### src/hw/rtl/med_pkg.sv
// ----------------------------------------------------------------------------
// med_pkg
// Shared widths, register codes and reset values of the motion episode
// detector.
// ----------------------------------------------------------------------------
package med_pkg;

  localparam int SAMPLE_BITS = 16;
  localparam int TIME_BITS   = 32;
  localparam int SUM_BITS    = SAMPLE_BITS + 2;
  localparam int DELTA_BITS  = SUM_BITS + 1;

  localparam int THR_BITS    = 18;
  localparam int STILL_BITS  = 16;
  localparam int CFG_ADDR_W  = 3;
  localparam int CFG_DATA_W  = 32;

  localparam logic [CFG_ADDR_W-1:0] CFG_MOTION_THRESHOLD  = 3'd0;
  localparam logic [CFG_ADDR_W-1:0] CFG_STILL_TIME_MS     = 3'd1;
  localparam logic [CFG_ADDR_W-1:0] CFG_MIN_MOTION_MS     = 3'd2;
  localparam logic [CFG_ADDR_W-1:0] CFG_TRANSMIT_ON_ALARM = 3'd3;
  localparam logic [CFG_ADDR_W-1:0] CFG_INDICATOR_ENABLE  = 3'd4;

  localparam logic [THR_BITS-1:0]   RST_MOTION_THRESHOLD = 18'd200;
  localparam logic [STILL_BITS-1:0] RST_STILL_TIME_MS    = 16'd1000;
  localparam logic [TIME_BITS-1:0]  RST_MIN_MOTION_MS    = '0;

  typedef logic signed [SAMPLE_BITS-1:0] sample_t;
  typedef logic [TIME_BITS-1:0]          time_t;
  typedef logic signed [SUM_BITS-1:0]    sum_t;

endpackage

### src/hw/rtl/med_if.sv
// ----------------------------------------------------------------------------
// med interfaces
// Valid/ready channels of the motion episode detector: sample input, result
// output and register write.
// ----------------------------------------------------------------------------
interface med_in_if import med_pkg::*; ();
  logic    valid;
  logic    ready;
  sample_t axis_x;
  sample_t axis_y;
  sample_t axis_z;
  time_t   time_ms;

  modport source (output valid, axis_x, axis_y, axis_z, time_ms, input ready);
  modport sink   (input valid, axis_x, axis_y, axis_z, time_ms, output ready);
endinterface

interface med_out_if import med_pkg::*; ();
  logic  valid;
  logic  ready;
  logic  motion_now;
  logic  alarm_event;
  logic  false_alarm_event;
  time_t episode_length_ms;
  logic  moving_flag;
  logic  transmit_request;
  logic  indicator_level;

  modport source (output valid, motion_now, alarm_event, false_alarm_event,
                  episode_length_ms, moving_flag, transmit_request,
                  indicator_level, input ready);
  modport sink   (input valid, motion_now, alarm_event, false_alarm_event,
                  episode_length_ms, moving_flag, transmit_request,
                  indicator_level, output ready);
endinterface

interface med_cfg_if import med_pkg::*; ();
  logic                  valid;
  logic                  ready;
  logic [CFG_ADDR_W-1:0] addr;
  logic [CFG_DATA_W-1:0] wdata;

  modport source (output valid, addr, wdata, input ready);
  modport sink   (input valid, addr, wdata, output ready);
endinterface

### src/hw/rtl/motion_episode_detector.sv
// ----------------------------------------------------------------------------
// motion_episode_detector
// Accelerometer motion episode detector with alarm, sticky flag and indicator.
// ----------------------------------------------------------------------------
// One sample beat is taken every clock cycle while the result side keeps up.
// The sample is captured in an input register, and one pass of add, compare
// and subtract logic against the episode state produces the result register
// and the new state, so consecutive samples never wait on each other.
// The block stalls only when the result register is full and not being taken.
// Register writes are accepted in every cycle and apply to every sample that
// has not yet left the input register.
module motion_episode_detector import med_pkg::*; (
  input  logic          clk,
  input  logic          rst_n,
  med_in_if.sink        in_chan,
  med_out_if.source     out_chan,
  med_cfg_if.sink       cfg_chan
);

  // configuration
  logic [THR_BITS-1:0]   thr_r;
  logic [STILL_BITS-1:0] still_time_r;
  time_t                 min_motion_r;
  logic                  tx_en_r;
  logic                  ind_en_r;

  assign cfg_chan.ready = 1'b1;

  always_ff @(posedge clk) begin
    if (!rst_n) begin
      thr_r        <= RST_MOTION_THRESHOLD;
      still_time_r <= RST_STILL_TIME_MS;
      min_motion_r <= RST_MIN_MOTION_MS;
      tx_en_r      <= 1'b0;
      ind_en_r     <= 1'b0;
    end else if (cfg_chan.valid) begin
      case (cfg_chan.addr)
        CFG_MOTION_THRESHOLD:  thr_r        <= cfg_chan.wdata[THR_BITS-1:0];
        CFG_STILL_TIME_MS:     still_time_r <= cfg_chan.wdata[STILL_BITS-1:0];
        CFG_MIN_MOTION_MS:     min_motion_r <= cfg_chan.wdata[TIME_BITS-1:0];
        CFG_TRANSMIT_ON_ALARM: tx_en_r      <= cfg_chan.wdata[0];
        CFG_INDICATOR_ENABLE:  ind_en_r     <= cfg_chan.wdata[0];
        default: ;
      endcase
    end
  end

  // input stage
  logic    s1_valid_r;
  sample_t s1_x_r, s1_y_r, s1_z_r;
  time_t   s1_time_r;
  logic    out_free;
  logic    advance;

  assign out_free      = !out_chan.valid || out_chan.ready;
  assign advance       = s1_valid_r && out_free;
  assign in_chan.ready = !s1_valid_r || out_free;

  always_ff @(posedge clk) begin
    if (!rst_n) begin
      s1_valid_r <= 1'b0;
    end else if (in_chan.ready) begin
      s1_valid_r <= in_chan.valid;
    end
  end

  always_ff @(posedge clk) begin
    if (in_chan.valid && in_chan.ready) begin
      s1_x_r    <= in_chan.axis_x;
      s1_y_r    <= in_chan.axis_y;
      s1_z_r    <= in_chan.axis_z;
      s1_time_r <= in_chan.time_ms;
    end
  end

  // episode state
  sum_t  prev_sum_r,  prev_sum_nxt;
  time_t mstart_r,    mstart_nxt;
  logic  mvalid_r,    mvalid_nxt;
  time_t sstart_r,    sstart_nxt;
  logic  svalid_r,    svalid_nxt;
  logic  moving_r,    moving_nxt;
  logic  ind_r,       ind_nxt;

  sum_t                    sum;
  logic signed [DELTA_BITS-1:0] delta;
  logic [DELTA_BITS-1:0]   mag;
  logic                    motion;
  time_t                   still_elapsed;
  logic                    still_over;
  logic                    alarm;
  logic                    false_alarm;
  time_t                   length;

  always_comb begin
    sum = SUM_BITS'(s1_x_r) + SUM_BITS'(s1_y_r) + SUM_BITS'(s1_z_r);
    delta = DELTA_BITS'(sum) - DELTA_BITS'(prev_sum_r);
    mag = delta[DELTA_BITS-1] ? DELTA_BITS'(-delta) : DELTA_BITS'(delta);
    motion = mag > DELTA_BITS'(thr_r);
    still_elapsed = svalid_r ? (s1_time_r - sstart_r) : '0;
    still_over = still_elapsed > TIME_BITS'(still_time_r);

    prev_sum_nxt = sum;
    mstart_nxt   = mstart_r;
    mvalid_nxt   = mvalid_r;
    sstart_nxt   = sstart_r;
    svalid_nxt   = svalid_r;
    moving_nxt   = moving_r;
    ind_nxt      = ind_r;
    alarm        = 1'b0;
    false_alarm  = 1'b0;
    length       = '0;

    if (motion) begin
      svalid_nxt = 1'b0;
      if (!mvalid_r) begin
        mstart_nxt = s1_time_r;
        mvalid_nxt = 1'b1;
      end
    end else begin
      if (!svalid_r) begin
        sstart_nxt = s1_time_r;
        svalid_nxt = 1'b1;
      end
      if (still_over) begin
        svalid_nxt = 1'b0;
        if (mvalid_r) begin
          length     = s1_time_r - mstart_r;
          mvalid_nxt = 1'b0;
          if (length < min_motion_r) begin
            false_alarm = 1'b1;
            if (ind_en_r) ind_nxt = 1'b0;
          end else begin
            alarm      = 1'b1;
            moving_nxt = 1'b1;
            if (ind_en_r) ind_nxt = 1'b1;
          end
        end
      end
    end
  end

  always_ff @(posedge clk) begin
    if (!rst_n) begin
      prev_sum_r <= '0;
      mstart_r   <= '0;
      mvalid_r   <= 1'b0;
      sstart_r   <= '0;
      svalid_r   <= 1'b0;
      moving_r   <= 1'b0;
      ind_r      <= 1'b0;
    end else if (advance) begin
      prev_sum_r <= prev_sum_nxt;
      mstart_r   <= mstart_nxt;
      mvalid_r   <= mvalid_nxt;
      sstart_r   <= sstart_nxt;
      svalid_r   <= svalid_nxt;
      moving_r   <= moving_nxt;
      ind_r      <= ind_nxt;
    end
  end

  // result register
  logic out_valid_r;

  assign out_chan.valid = out_valid_r;

  always_ff @(posedge clk) begin
    if (!rst_n) begin
      out_valid_r <= 1'b0;
    end else if (out_free) begin
      out_valid_r <= s1_valid_r;
    end
  end

  always_ff @(posedge clk) begin
    if (advance) begin
      out_chan.motion_now        <= motion;
      out_chan.alarm_event       <= alarm;
      out_chan.false_alarm_event <= false_alarm;
      out_chan.episode_length_ms <= length;
      out_chan.moving_flag       <= moving_nxt;
      out_chan.transmit_request  <= alarm && tx_en_r;
      out_chan.indicator_level   <= ind_nxt;
    end
  end

`ifndef ASSERT_OFF
  a_events_exclusive: assert property (@(posedge clk) disable iff (!rst_n)
    out_valid_r |-> !(out_chan.alarm_event && out_chan.false_alarm_event))
    else $error("alarm and false alarm in one beat");

  a_motion_no_event: assert property (@(posedge clk) disable iff (!rst_n)
    (out_valid_r && out_chan.motion_now) |->
      (!out_chan.alarm_event && !out_chan.false_alarm_event))
    else $error("episode closed on a motion sample");

  a_tx_needs_alarm: assert property (@(posedge clk) disable iff (!rst_n)
    (out_valid_r && out_chan.transmit_request) |-> out_chan.alarm_event)
    else $error("transmit request without alarm");

  a_moving_sticky: assert property (@(posedge clk) disable iff (!rst_n)
    $past(rst_n) |-> !$fell(moving_r))
    else $error("moving flag cleared outside reset");

  a_state_holds_on_stall: assert property (@(posedge clk) disable iff (!rst_n)
    (s1_valid_r && !out_free) |=> $stable(mvalid_r) && $stable(prev_sum_r))
    else $error("episode state changed while stalled");
`endif

endmodule

### src/flat_wrapper.sv
// flat-port wrapper written by rule: the top's interface ports become plain ports
module motion_episode_detector_flat import med_pkg::*;
  (clk, rst_n, in_chan_valid, in_chan_axis_x, in_chan_axis_y, in_chan_axis_z, in_chan_time_ms, in_chan_ready, out_chan_valid, out_chan_motion_now, out_chan_alarm_event, out_chan_false_alarm_event, out_chan_episode_length_ms, out_chan_moving_flag, out_chan_transmit_request, out_chan_indicator_level, out_chan_ready, cfg_chan_valid, cfg_chan_addr, cfg_chan_wdata, cfg_chan_ready);
  med_in_if in_chan_i ();
  med_out_if out_chan_i ();
  med_cfg_if cfg_chan_i ();
  input  logic clk;
  input  logic rst_n;
  input wire logic [$bits(in_chan_i.valid)-1:0] in_chan_valid;
  input wire logic [$bits(in_chan_i.axis_x)-1:0] in_chan_axis_x;
  input wire logic [$bits(in_chan_i.axis_y)-1:0] in_chan_axis_y;
  input wire logic [$bits(in_chan_i.axis_z)-1:0] in_chan_axis_z;
  input wire logic [$bits(in_chan_i.time_ms)-1:0] in_chan_time_ms;
  output wire logic [$bits(in_chan_i.ready)-1:0] in_chan_ready;
  output wire logic [$bits(out_chan_i.valid)-1:0] out_chan_valid;
  output wire logic [$bits(out_chan_i.motion_now)-1:0] out_chan_motion_now;
  output wire logic [$bits(out_chan_i.alarm_event)-1:0] out_chan_alarm_event;
  output wire logic [$bits(out_chan_i.false_alarm_event)-1:0] out_chan_false_alarm_event;
  output wire logic [$bits(out_chan_i.episode_length_ms)-1:0] out_chan_episode_length_ms;
  output wire logic [$bits(out_chan_i.moving_flag)-1:0] out_chan_moving_flag;
  output wire logic [$bits(out_chan_i.transmit_request)-1:0] out_chan_transmit_request;
  output wire logic [$bits(out_chan_i.indicator_level)-1:0] out_chan_indicator_level;
  input wire logic [$bits(out_chan_i.ready)-1:0] out_chan_ready;
  input wire logic [$bits(cfg_chan_i.valid)-1:0] cfg_chan_valid;
  input wire logic [$bits(cfg_chan_i.addr)-1:0] cfg_chan_addr;
  input wire logic [$bits(cfg_chan_i.wdata)-1:0] cfg_chan_wdata;
  output wire logic [$bits(cfg_chan_i.ready)-1:0] cfg_chan_ready;
  assign in_chan_i.valid = in_chan_valid;
  assign in_chan_i.axis_x = in_chan_axis_x;
  assign in_chan_i.axis_y = in_chan_axis_y;
  assign in_chan_i.axis_z = in_chan_axis_z;
  assign in_chan_i.time_ms = in_chan_time_ms;
  assign in_chan_ready = in_chan_i.ready;
  assign out_chan_valid = out_chan_i.valid;
  assign out_chan_motion_now = out_chan_i.motion_now;
  assign out_chan_alarm_event = out_chan_i.alarm_event;
  assign out_chan_false_alarm_event = out_chan_i.false_alarm_event;
  assign out_chan_episode_length_ms = out_chan_i.episode_length_ms;
  assign out_chan_moving_flag = out_chan_i.moving_flag;
  assign out_chan_transmit_request = out_chan_i.transmit_request;
  assign out_chan_indicator_level = out_chan_i.indicator_level;
  assign out_chan_i.ready = out_chan_ready;
  assign cfg_chan_i.valid = cfg_chan_valid;
  assign cfg_chan_i.addr = cfg_chan_addr;
  assign cfg_chan_i.wdata = cfg_chan_wdata;
  assign cfg_chan_ready = cfg_chan_i.ready;
  motion_episode_detector u_core (.clk(clk), .rst_n(rst_n), .in_chan(in_chan_i), .out_chan(out_chan_i), .cfg_chan(cfg_chan_i));
endmodule
### config.mk
export PLATFORM = sky130hd
export DESIGN_NAME = motion_episode_detector_flat
export DESIGN_NICKNAME = d
export VERILOG_FILES = /design/src/hw/rtl/med_pkg.sv /design/src/hw/rtl/med_if.sv /design/src/hw/rtl/motion_episode_detector.sv /design/src/flat_wrapper.sv
export SDC_FILE = /design/constraint.sdc
export NUM_CORES = 1
export LEC_CHECK = 0
export ABC_CLOCK_PERIOD_IN_PS = 7820
export CORE_MARGIN = 4
export CORE_UTILIZATION = 57
export DETAILED_ROUTE_END_ITERATION = 8
export DONT_BUFFER_PORTS = 1
export GPL_TIMING_DRIVEN = 0
export PLACE_DENSITY = 0.72
export SLEW_MARGIN = 20
export SYNTH_ARGS = -nofsm -noshare
export SYNTH_HDL_FRONTEND = slang
export SYNTH_SLANG_ARGS = --single-unit
### constraint.sdc
create_clock -name clk -period 7.82 [get_ports clk]
set_input_delay 1.564 -clock clk [delete_from_list [all_inputs] [get_ports clk]]
set_output_delay 1.564 -clock clk [all_outputs]
set_load 0.005 [all_outputs]
==> results.py <==
metrics = {
    "place": {
        "detailed_place_hpwl_um": 33800,
        "placedCellCount": 2240,
        "gp_congestion": 0.958,
        "port-buffer-count": 0,
    },
    "power": {
        "power.share.sequential_pct": 24.4,
        "netSwitchingFraction_pct": 41.0,
        "p_per_area_nw_per_um2": 394,
        "leakagePower_nw": 7.28,
        "peakVddDrop_uv": 252,
        "relative_contribution_of_the_clock_network_to_total_power_pct": 21.6,
        "power.net_switching_mw": 3.02,
        "cell_internal_pwr_mw": 4.35,
        "pwr-share-comb_pct": 54.0,
        "report.power.total_mw": 7.38,
    },
    "routing": {
        "detailedRoute.firstIterationViolations": 1090,
        "num_vias": 13448,
        "routed_len_inst_um": 18.9,
        "drt-pass1-iter-count": 5,
        "route.top_layer_used": "met4",
        "wirelength_met1_um": 20700,
        "detail-route-antenna-nets": 0,
        "vias_per_cell": 5.84,
        "wl_met3_um": 2980,
        "remaining_drc_errors": 0,
        "wl_met2_um": 18500,
        "route.final.wire_length_um": 43500,
    },
    "yosys": {
        "synth_area_leader_cell": "edfxtp_1",
        "post_synth_instance_area_um2": 16900,
        "ys_dominant_reg_cell": "dfxtp_1",
        "synth.lib_cells_used.distinct": 80,
        "synth_seq_area_share_pct": 39.4,
        "netlist_instances": 1854,
        "synth-warning-count": 0,
        "syn_nets": 2157,
        "asyncSetResetFlopFracSynth_pct": 0,
        "synth_top_area_share_pct": 20.9,
        "synth_seq_cells": 274,
        "number_of_enable_flip_flop_cells_after_synthesis": 118,
        "synth_area_leaders": "edfxtp_1 (21%), dfxtp_1 (18%), ha_1 (12%)",
        "synth.avg_cell_area_um2": 9.13,
    },
    "global_routing": {
        "total_congestion_overflow_after_global_routing": 0,
        "initial_antenna_violation_count": 0,
        "first_global_vias": 12665,
        "grt_use_total_pct": 25.8,
        "grt_pass1_wl_um": 68000,
        "pin_count_of_the_biggest_net_entering_global_routing": 62,
    },
    "critical_path": {
        "timing.critical_path.to_type": "flip-flop",
        "critical_path_required_ps": 8130,
        "timing.critical_path.slowest_stage_cell": "or4b_4",
        "worstSetupStartpointType": "flip-flop",
        "path_max_fanout": 10,
        "critical_path_class": "flip-flop to flip-flop",
        "critical_path.max_stage_delay_ps": 590,
        "cp_data_arrival_time_ps": 7770,
    },
    "run": {
        "timing.max_cap.violations": 0,
    },
    "timing": {
        "clock.fmax_ghz": 0.134,
        "timing.slew.headroom_pct": 32.4,
        "grt_setup_unrepaired": "false",
        "hold_viol": 0,
        "final.min_clock_period_ps": 7460,
        "final_slew_viol_count": 0,
        "worst_pin_slew_ps": 989,
        "min_period_over_period_pct": 95.3,
        "fin_worst_skew_ps": 20.6,
        "setup_viol": 0,
    },
    "cells_and_area": {
        "areaGrowthSynthToFinish_pct": 10.5,
        "finalNonFillerCells": 2303,
        "share_of_final_layout_standard_cells_stronger_than_drive_strength_1_pct": 5.78,
        "finalNetCount": 2197,
        "number_of_antenna_cells_inserted": 0,
    },
    "floorplanning": {
        "floorplan.io_pins": 161,
        "coreArea_um2": 29000,
        "die_w_um": 180,
        "dieArea_um2": 32500,
        "floorplan.rows": 62,
        "die_h_um": 180,
        "effective_utilization_at_floorplan_pct": 58.3,
    },
    "cts": {
        "tritoncts": "built",
        "clk_path_buf_depth": 3,
        "root_buffer": "clkbuf_16",
        "cts.reportedPaths.clkPinSlew_ps": 60,
        "insertion_delay_ps": 510,
        "numCtsBuffers": 34,
        "cts.sinks": 274,
        "max_h_tree_level": 2,
    },
    "run_status": {
        "run_status": "completed",
    },
    "min_path": {
        "hold_path_class": "flip-flop to flip-flop",
    },
}
power by group through the flow:
stage / clock (mW) / combinational (mW) / sequential (mW)
after floorplan: 0 / 2.99 / 1.80
after global placement: 0 / 3.70 / 1.82
after detailed placement: 0 / 3.81 / 1.83
after CTS: 1.62 / 3.86 / 1.80
after global routing: 1.69 / 4.42 / 1.82
final: 1.59 / 3.99 / 1.80
critical path: cells and delay by family (launching register included):
kind | cells | cell delay (ps)
xor gates and xnor gates | 3 | 550
adders and majority gates | 5 | 1750
DFF | 1 | 310
AOI/OAI and AO/OA | 14 | 2850
buffers and inverters | 3 | 320
and+or+nand+nor | 6 | 1450
cell families after synthesis:
logic type,synth area share (%)
AO/OA/AOI/OAI,16.3
flip-flops,39.4
buffers and inverters,5.50
adder cells (fa/ha/maj),14.4
XOR/XNOR,4.34
other,0.0222
AND/OR/NAND/NOR,15.9
multiplexers,4.15
Yosys cell counts, drive strengths merged (5+ instances only):
cell	count
nand2	228
inv	186
ha	163
a21oi	156
dfxtp	156
nor2	155
edfxtp	118
mux2i	68
o21ai	59
a21o	55
xnor2	53
nor2b	42
clkbuf	41
nor3	31
xor2	30
nand3	25
fa	20
nand2b	20
nand4	20
o211ai	18
o21a	17
a31oi	13
a211oi	11
and2	11
o21bai	11
o31ai	11
or3	11
buf	10
and3	9
a2111oi	8
a211o	8
or2	8
a21boi	5
a221oi	5
nor3b	5
nor4	5
flip-flops by register name (all words and copies together) (netlist names), 16 cells and up:
| name | count |
|---|---|
| u_core.min_motion_r | 32 |
| u_core.mstart_r | 32 |
| u_core.out_chan.episode_length_ms | 32 |
| u_core.s1_time_r | 32 |
| u_core.sstart_r | 32 |
| u_core.prev_sum_r | 18 |
| u_core.thr_r | 18 |
| u_core.s1_x_r | 16 |
| u_core.s1_y_r | 16 |
| u_core.s1_z_r | 16 |
| u_core.still_time_r | 16 |
per-stage QoR:
step | instance area (µm²) | hold slack (ps) | setup WS [ps] | setup TNS [ps] | utilization [%]
finish | 18700 | 453 | 364 | 0 | 64.5
global route | 18700 | 468 | 29.9 | 0 | 64.5
CTS | 18600 | 450 | 33.1 | 0 | 64.2
detailed placement | 17400 | 437 | -428 | -6750 | 60.1
global placement | 17400 | 431 | -381 | -897 | 60.0
floorplan | 16900 | 418 | 1260 | 0 | -
metal layers:
layer  vias up  GRT usage [%]
met3        80           3.94
met4         0           7.53
met2       473           38.6
met1      6312           38.8
met5         -              0
li1       6583              -
layout by cell type, fill, tap and decap left out, types with 17 or more instances in the layout:
cell type,count
nor2_1,155
dfxtp_1,156
inv_1,185
clkbuf_16,36
edfxtp_1,118
a21o_1,55
fa_1,20
nor3_1,28
nand3_1,23
o211ai_1,17
o21ai_0,53
ha_1,163
mux2i_1,68
o21a_1,17
xor2_1,30
xnor2_1,52
nand4_1,20
a21oi_1,154
nand2b_1,20
clkbuf_1,46
nand2_1,228
nor2b_1,42
layout make-up:
| class | instances | area, µm² |
|---|---|---|
| Inverter | 186 | 698 |
| Fill cell | 2445 | 10300 |
| Timing Repair Buffer | 5 | 55.1 |
| Buffer | 50 | 246 |
| Multi-Input combinational cell | 1343 | 9410 |
| Clock buffer | 47 | 982 |
| Clock inverter | 14 | 166 |
| Tap cell | 384 | 480 |
| Sequential cell | 274 | 6670 |
worst paths after layout:
path,start,end,slack (ps),cells after the start
worst max-delay path,u_core.s1_z_r[1],u_core.out_chan.episode_length_ms[11],360,31
worst min-delay path,u_core.min_motion_r[14],u_core.min_motion_r[14],450,2
worst max register to register,u_core.s1_z_r[1],u_core.out_chan.episode_length_ms[11],360,31
worst min register to register,u_core.min_motion_r[14],u_core.min_motion_r[14],450,2
repair_timing:
| item | in CTS | in global routing |
|---|---|---|
| pin swaps | 0 | 3 |
| hold buffers | 0 | 0 |
| setup endpoints to repair | 64 | 106 |
| gates resized for setup | 6 | 15 |
| buffers inserted | 0 | 3 |
Power figures use the tool's default switching activity.
